## config.mk

```make
export PLATFORM = sky130hd
export DESIGN_NAME = tgr_divider
export DESIGN_NICKNAME = d
export VERILOG_FILES = /design/src/sv/tgr_pkg.sv /design/src/sv/tgr_divider.sv
export SDC_FILE = /design/constraint.sdc
export NUM_CORES = 1
export LEC_CHECK = 0
export ABC_AREA = 1
export BUFFER_PORTS_ARGS = -buffer_cell sky130_fd_sc_hd__buf_2
export CORE_MARGIN = 4
export CORE_UTILIZATION = 53
export DETAILED_ROUTE_END_ITERATION = 6
export GPL_TIMING_DRIVEN = 0
export PLACE_DENSITY = 0.75
export SYNTH_ARGS = -nofsm -noshare
export SYNTH_HDL_FRONTEND = slang
export SYNTH_SLANG_ARGS = --single-unit
export TNS_END_PERCENT = 1
```

## constraint.sdc

```tcl
create_clock -name clk -period 2.3 [get_ports clk]
set_clock_uncertainty 0.2 [all_clocks]
set_input_delay 0.46 -clock clk [delete_from_list [all_inputs] [get_ports clk]]
set_output_delay 0.46 -clock clk [all_outputs]
set_load 0.03 [all_outputs]
```

## src/sv/tgr_pkg.sv

```systemverilog
// Shared types, constants and palette for the text glyph rasterizer.
`timescale 1ns / 1ps
package tgr_pkg;

  localparam int GLYPH_ROWS_DEF = 16;
  localparam int FONT_CHARS_DEF = 256;

  // Field widths fixed by the item formats
  localparam int FONT_INDEX_W = 12;
  localparam int CELL_W       = 16;
  localparam int COLS_W       = 9;
  localparam int WIDTH_W      = 13;
  localparam int ADDR_W       = 24;
  localparam int PIX_W        = 16;
  localparam int GROUP_W      = 64;
  localparam int CFG_INDEX_W  = 2;
  localparam int CFG_DATA_W   = 24;

  // Configuration register indexes
  localparam logic [CFG_INDEX_W-1:0] CFG_TEXT_COLUMNS = 2'd0;
  localparam logic [CFG_INDEX_W-1:0] CFG_SCREEN_WIDTH = 2'd1;
  localparam logic [CFG_INDEX_W-1:0] CFG_FRAME_BASE   = 2'd2;

  localparam logic [COLS_W-1:0]  TEXT_COLUMNS_RST = 9'd80;
  localparam logic [WIDTH_W-1:0] SCREEN_WIDTH_RST = 13'd640;
  localparam logic [ADDR_W-1:0]  FRAME_BASE_RST   = 24'd0;

  // Item commands
  localparam logic CMD_LOAD = 1'b0;
  localparam logic CMD_DRAW = 1'b1;

  localparam logic [7:0] SPACE_CODE = 8'd32;

  typedef logic [PIX_W-1:0] pix_t;

  // Pack an 8-bit-per-channel color into RGB565 with red in the low bits
  function automatic pix_t pal565(input logic [7:0] r, input logic [7:0] g,
                                  input logic [7:0] b);
    return {b[7:3], g[7:2], r[7:3]};
  endfunction

  localparam pix_t PALETTE [16] = '{
    pal565(8'd0,   8'd0,   8'd0),   pal565(8'd222, 8'd56,  8'd43),
    pal565(8'd0,   8'd187, 8'd0),   pal565(8'd255, 8'd199, 8'd6),
    pal565(8'd0,   8'd111, 8'd184), pal565(8'd118, 8'd38,  8'd113),
    pal565(8'd44,  8'd181, 8'd233), pal565(8'd187, 8'd187, 8'd187),
    pal565(8'd85,  8'd85,  8'd85),  pal565(8'd255, 8'd0,   8'd0),
    pal565(8'd85,  8'd255, 8'd85),  pal565(8'd255, 8'd255, 8'd85),
    pal565(8'd0,   8'd0,   8'd255), pal565(8'd255, 8'd0,   8'd255),
    pal565(8'd0,   8'd255, 8'd255), pal565(8'd255, 8'd255, 8'd255)
  };

endpackage

```

## src/sv/tgr_divider.sv

```systemverilog
// Restoring divider, one quotient bit per cycle, for cell index over column count.
`timescale 1ns / 1ps
module tgr_divider
  import tgr_pkg::*;
(
  input  logic              clk,
  input  logic              rst,
  input  logic              start,
  input  logic [CELL_W-1:0] dividend,
  input  logic [COLS_W-1:0] divisor,
  output logic [CELL_W-1:0] quotient,
  output logic [COLS_W-1:0] remainder,
  output logic              done
);

  localparam int CNT_W = $clog2(CELL_W);

  logic [COLS_W-1:0] div_reg;
  logic [CNT_W-1:0]  cnt;
  logic              busy;
  logic [COLS_W:0]   trial;
  logic              ge;

  assign trial = {remainder, quotient[CELL_W-1]};
  assign ge    = trial >= {1'b0, div_reg};

  always_ff @(posedge clk) begin
    if (rst) begin
      busy <= 1'b0;
      done <= 1'b0;
      cnt  <= '0;
    end else begin
      done <= 1'b0;
      if (start) begin
        busy <= 1'b1;
        cnt  <= '0;
      end else if (busy) begin
        cnt <= cnt + 1'b1;
        if (cnt == CNT_W'(CELL_W - 1)) begin
          busy <= 1'b0;
          done <= 1'b1;
        end
      end
    end
  end

  always_ff @(posedge clk) begin
    if (start) begin
      div_reg   <= divisor;
      quotient  <= dividend;
      remainder <= '0;
    end else if (busy) begin
      quotient  <= {quotient[CELL_W-2:0], ge};
      remainder <= ge ? COLS_W'(trial - {1'b0, div_reg}) : trial[COLS_W-1:0];
    end
  end

endmodule

```

Yosys cells after proc, flatten, opt, wreduce, memory -nomap -nowiden
Cells that the tools add are included.

Register bits after elaboration: 40. Input port bits: 28. Output and inout port bits: 26. Logic and storage cells: 21.

Add/sub/neg operators: 2. Magnitude comparators: 1. Equal/unequal tests: 1. Mux-type cells: 7. Bitwise operators: 1. Reduce and logical (&&, ||, !) cells: 3.

Operators by type and width (number): 16-bit two-way mux (2); 10-bit by 9-bit >= comparator with 1-bit output (1); 9-bit two-way mux (1); 9-bit subtractor (1); 4-bit by 1-bit adder with 4-bit output (second input constant) (1); 4-bit equality test (second input constant) (1); 1-bit two-way mux (4); 3-bit OR reduction (1); 2-bit nonzero test (1); 2-bit OR reduction (1); 1-bit inverter (1).

Longest topological paths before layout
Gate-level depths: netlist of the first run.

Depth after elaboration: 4. Mapped depth: 13. Mapped depth without buffers: 13.

Worst setup path before layout of the first run
OpenSTA, ideal clock, no wires.

Path type: reg2reg. From: register quotient[15]. To: register quotient[0] (data pin). Library setup time: 0.262 ns. Arrival: 1.737 ns. Data required time: 1.838 ns. Setup slack: 0.100 ns. Stages on the path, launching flop included: 10. Path buffers: 1. Clock period less this slack: 2.200 ns. Cells stage by stage: edfxtp_1 -> inv_1 -> ha_1 -> inv_1 -> fa_1 -> nand4_2 -> nand2_2 -> nand2_2 -> buf_6 -> a31oi_1.

Cells in the longest elaborated chain, start to end: 3.

Ends and longest elaborated chain: from (decl) (line tgr_divider.sv:11) `output logic [CELL_W-1:0] quotient,`; from (signal assigned) (line tgr_divider.sv:50) `quotient <= dividend;`; from (signal assigned) (line tgr_divider.sv:53) `quotient <= {quotient[CELL_W-2:0], ge};`; 10-bit by 9-bit >= comparator with 1-bit output (line tgr_divider.sv:25) `assign ge = trial >= {1'b0, div_reg};`; 16-bit two-way mux (line tgr_divider.sv:52) `end else if (busy) begin`; 16-bit two-way mux (line tgr_divider.sv:48) `if (start) begin`.

No other way between the ends. The select of a mux whose other input is x is not followed. A chain may end at the register's enable or synchronous reset.

Worst setup path in the final report of the first run
Same ends and word-level chain as after synthesis.

==> results of run 1 <==
## cell type report
cell class | instances | share of cell area, %
inverters | 38 | 5.43
well taps | 50 | 2.38
multi-input cells | 186 | 37.2
repair buffers | 53 | 10.1
flip-flops and latches | 40 | 40.0
clock buffers | 6 | 2.76
plain buffers | 7 | 1.91
clock inverters | 1 | 0.191
## power by group
part	internal [mW]	switching (mW)
registers	0.820	0.0278
logic	0.113	0.218
clock network	0.206	0.234
## critical path: stages, from the launching register on
cell	delay, ns
edfxtp_1	0.40
inv_1	0.11
ha_1	0.15
inv_1	0.07
fa_2	0.38
nand4_2	0.12
nand2_2	0.07
nand2_2	0.09
buf_6	0.16
a31oi_1	0.10
## cells in the mapped netlist, drive strengths merged
cell / instances / share of area [%]
edfxtp: 25 / 34
ha: 10 / 5.6
nor2b: 1 / 0.62
a31oi: 2 / 0.56
inv: 37 / 6.3
nor3b: 2 / 0.68
xnor2: 3 / 1.2
dfxtp: 15 / 14
nand2: 115 / 20
a21oi: 7 / 1.8
buf: 5 / 1.9
nand4: 3 / 1.1
fa: 1 / 0.90
clkinv: 1 / 0.17
clkbuf: 2 / 0.34
nor2: 10 / 1.9
or2: 1 / 0.28
nand3: 28 / 8.4
nor3: 3 / 0.68
## worst paths after layout
| kind | startpoint | to | slack (ns) | cells past startpoint |
|---|---|---|---|---|
| setup / recovery | quotient[15] | quotient[0] | 0.19 | 9 |
| hold / removal | rst | busy | 0.13 | 2 |
| setup reg to reg | quotient[15] | quotient[0] | 0.19 | 9 |
| hold reg to reg | remainder[5] | remainder[5] | 0.30 | 2 |
## cell families after synthesis
group	after synthesis
simple gates	163
fa+ha+maj	11
flops	40
buf+inv	45
xor+xnor	3
compound gates	9
## stage by stage
step	utilization, %	total power [mW]	cells	setup TNS [ns]
after floorplan	-	1.09	271	0
after global placement	63.1	1.18	374	-2.17
after detailed placement	63.1	1.19	374	-2.57
after CTS	65.1	1.63	381	0
after global routing	65.2	1.70	381	0
final	65.2	1.62	381	0
## timing repair
item / in CTS / in global routing
resized for setup: 0 / 2
setup buffers: 0 / 0
endpoints found under the setup margin: 0 / 17
## layer usage
layer  global-route usage (%)  share of wire, %  vias to the layer above
li1                         -                 -                      979
met5                        0                 0                        -
met1                     24.0                45                      864
met3                     6.61               6.5                       10
met2                     30.6                47                       57
met4                     8.40               1.7                        0
==> results.txt, run 1 <==
Synth Register Bits = 40
first-pass GRT wire length = 7860 µm
post-synth cell types = 27
Total Wirelength = 4750 µm
clock tree from TritonCTS = done
Chip Height = 72.7 µm
initial DRC count = 70
initial antenna violation count = 0
nets = 370
Post-Syn Instances = 271
Leakage = 1.44 nW
worst skew pair latency = 0.29 ns
Synth Area in XOR/XNOR = 1.19%
antenna diode count = 0
WL/cell = 12.5 µm
Place WS = -0.161 ns
Yosys warnings = 0
syn_nets = 310
Multi-input gate area = 977 µm²
Final Cell Area = 2630 µm²
Max-cap violations = 0
status = complete, no violations
Final min period = 2.11 ns
CTS H-tree lvls = 2
simple-gate share of the synthesized area = 33.8%
number of flip-flops in the largest register = 16
most used cells in the layout excluding fill and tap cells = nand2_1, buf_2, inv_1
Post-CTS Hold Buffers = 0
Post-DP Area = 2540 µm²
mapped cell area = 2220 µm²
vias per cell = 5.01
CP startpoint kind = register
mux contribution to synthesized area = 0%
Post-Synth Adder-Cell Area = 6.55%
RSZ-0062 raised after global routing = no
critical-path maximum fanout = 10
largest net degree at the start of global routing = 17
WS Path Type = reg2reg
GRT overflow = 0
most common cell after layout, fill and taps aside = nand2_1
Mean Syn Cell Area = 8.18 µm²
Worst Hold Class = in2reg
Fillers = 351
Final Slew Violations = 0
I/O pin count = 54
Final ANT Viol Nets = 0
hold_ws = 0.129 ns
Slew @ Worst Pin = 0.614 ns
relative slew slack = 59.0%
share of layout cells above drive strength 1 = 26.6%
FP Rows = 23
period utilization = 91.8%
Core Footprint = 4030 µm²
power per cell area = 617 nW/µm²
GRT Total Usage = 19.3%
placed wire-length estimate = 3650 µm
vias in the first global route = 1746
fmax = 474 MHz
DRC = 0
iteration count of the initial detailed-routing pass = 4
clk root buf = clkbuf_8
Worst Path Required = 2.14 ns
RD Place Congestion = 0.827
clock buffer depth = 2
Seq/Total Area, Yosys = 47.4%
clock sink count = 40
final hold violations = 0
largest family of logic cells by synthesized area = simple AND/OR/NAND/NOR gates
clock slew at reported path FFs = 0.08 ns
# setup viols final = 0
Setup WS post-layout = 0.189 ns
Starting Density = 55.0%
CP Capture Type = register
Die W = 72.7 µm
maximum VDD drop = 0.000492 V
die area = 5280 µm²
area taken by flip-flops and latches = 1050 µm²
Vias = 1910
Synth Area in Compound Gates = 2.32%
P&R area growth vs syn = 18.5%
IO buf count = 53
CP arrival = 1.95 ns
CTS buffer count = 5
Power figures use the tool's default switching activity.
==> run 2: changes to the inputs <==
--- a/config.mk
+++ b/config.mk
@@ -8,10 +8,11 @@
 export ABC_AREA = 1
 export BUFFER_PORTS_ARGS = -buffer_cell sky130_fd_sc_hd__buf_2
 export CORE_MARGIN = 4
-export CORE_UTILIZATION = 53
+export CORE_UTILIZATION = 55
+export CTS_BUF_LIST = sky130_fd_sc_hd__clkbuf_8
 export DETAILED_ROUTE_END_ITERATION = 6
 export GPL_TIMING_DRIVEN = 0
-export PLACE_DENSITY = 0.75
+export PLACE_DENSITY = 0.78
 export SYNTH_ARGS = -nofsm -noshare
 export SYNTH_HDL_FRONTEND = slang
 export SYNTH_SLANG_ARGS = --single-unit
==> run 2 against run 1 <==
Compared with the run above: core utilization grew 4.5 points; worst setup slack better by 0.014 ns; count of clock-buffer cells in the layout is 1 lower; fmax rose by 0.67%; critical path type unchanged; largest power group unchanged.
==> results.txt, run 2 (synthesis gave the netlist of run 1 again) <==
Max-cap violations = 0
largest net degree at the start of global routing = 17
CP Capture Type = register
# setup viols final = 0
most used cells in the layout excluding fill and tap cells = nand2_1, buf_2, inv_1
clock sink count = 40
CP max stage cell = edfxtp_1
GRT Total Usage = 18.3%
Setup WS post-layout = 0.203 ns
iteration count of the initial detailed-routing pass = 4
vias in the first global route = 1775
CP arrival = 1.92 ns
maximum VDD drop = 0.000583 V
fmax = 477 MHz
CP startpoint kind = register
status = complete, no violations
Starting Density = 58.8%
placed wire-length estimate = 3440 µm
setup bufs post-CTS = 0
Slew @ Worst Pin = 0.605 ns
overall power = 1.60 mW
vias per cell = 4.88
share of layout cells above drive strength 1 = 26.2%
Worst Path Required = 2.12 ns
WL/cell = 11.6 µm
die area = 5110 µm²
DRC = 0
Post-CTS Hold Buffers = 0
IO buf count = 53
clock buffer depth = 2
WS Path Type = reg2reg
Chip Height = 71.5 µm
CTS H-tree lvls = 2
Total Wirelength = 4400 µm
CTS buffer count = 5
period utilization = 91.2%
CP peak stage delay = 0.38 ns
antenna diode count = 0
clock slew at reported path FFs = 0.07 ns
number of flip-flops in the largest register = 16
Setup TNS = 0 ns
Die W = 71.5 µm
Fillers = 314
Final Slew Violations = 0
RSZ-0062 raised after global routing = no
Core Footprint = 3770 µm²
FP Rows = 22
Vias = 1853
initial DRC count = 79
initial antenna violation count = 0
RD Place Congestion = 0.810
Leakage = 1.45 nW
clock tree from TritonCTS = done
CP cell instances = inv_1 > ha_1 > inv_1 > fa_2 > nand4_2 > nand2_2 > nand2_2 > buf_6 > a31oi_1
Final min period = 2.10 ns
Place WS = -0.177 ns
most common cell after layout, fill and taps aside = nand2_1
first-pass GRT wire length = 7450 µm
nets = 370
I/O pin count = 54
critical-path maximum fanout = 10
P&R area growth vs syn = 18.5%
power per cell area = 611 nW/µm²
GRT overflow = 0
relative slew slack = 59.6%
Final ANT Viol Nets = 0
worst skew pair latency = 0.28 ns
clk root buf = clkbuf_8
final hold violations = 0
Worst Hold Class = in2reg
run 2: stage by stage:
step	area (µm²)	utilization, %	hold slack (ns)	cells
after floorplan	2220	-	0.269	271
after global placement	2540	67.4	0.281	372
after detailed placement	2540	67.4	0.276	372
after CTS	2620	69.5	0.123	380
after global routing	2630	69.6	0.118	380
final	2630	69.6	0.128	380
run 2: power breakdown:
group | total (mW) | switching, mW | leakage [nW] | internal, mW
clock | 0.430 | 0.227 | 0.0482 | 0.202
combinational | 0.327 | 0.215 | 1.03 | 0.113
sequential | 0.847 | 0.0263 | 0.374 | 0.820
total | 1.60 | 0.468 | 1.45 | 1.14
run 2: area by class of cell:
class	instances	area (µm²)	area share, %
repair buffers	53	265	10.1
multi-input cells	186	977	37.2
flip-flops and latches	40	1050	40.0
well taps	48	60.1	2.29
clock inverters	3	11.3	0.429
clock buffers	5	68.8	2.62
plain buffers	7	50.0	1.91
inverters	38	143	5.43
run 2: worst paths after layout:
| kind | endpoint | cells past startpoint | start | slack (ns) |
|---|---|---|---|---|
| worst max-delay path | quotient[0] | 9 | quotient[15] | 0.20 |
| worst min register to register | remainder[7] | 2 | remainder[7] | 0.29 |
| worst min-delay path | busy | 2 | rst | 0.13 |
| worst max register to register | quotient[0] | 9 | quotient[15] | 0.20 |
run 2: critical path: cells and delay by family (launching register included):
family          cells  cell delay [ns]
fa+ha+maj           2             0.54
flops               1             0.38
buf+inv             3             0.33
simple gates        3             0.27
compound gates      1             0.11
run 2: repair_timing:
action | 4_1_cts | 5_1_grt
hold endpoints to repair | 0 | 0
endpoints found under the setup margin | 0 | 17
resized for setup | 0 | 2
run 2: metal layers:
| layer | vias to the layer above | part of all wire (%) | track usage [%] |
|---|---|---|---|
| met5 | - | 0 | 0 |
| met4 | 0 | 1.3 | 5.85 |
| met3 | 5 | 6.6 | 4.63 |
| met2 | 54 | 48 | 30.7 |
| met1 | 816 | 44 | 23.0 |
| li1 | 978 | - | - |
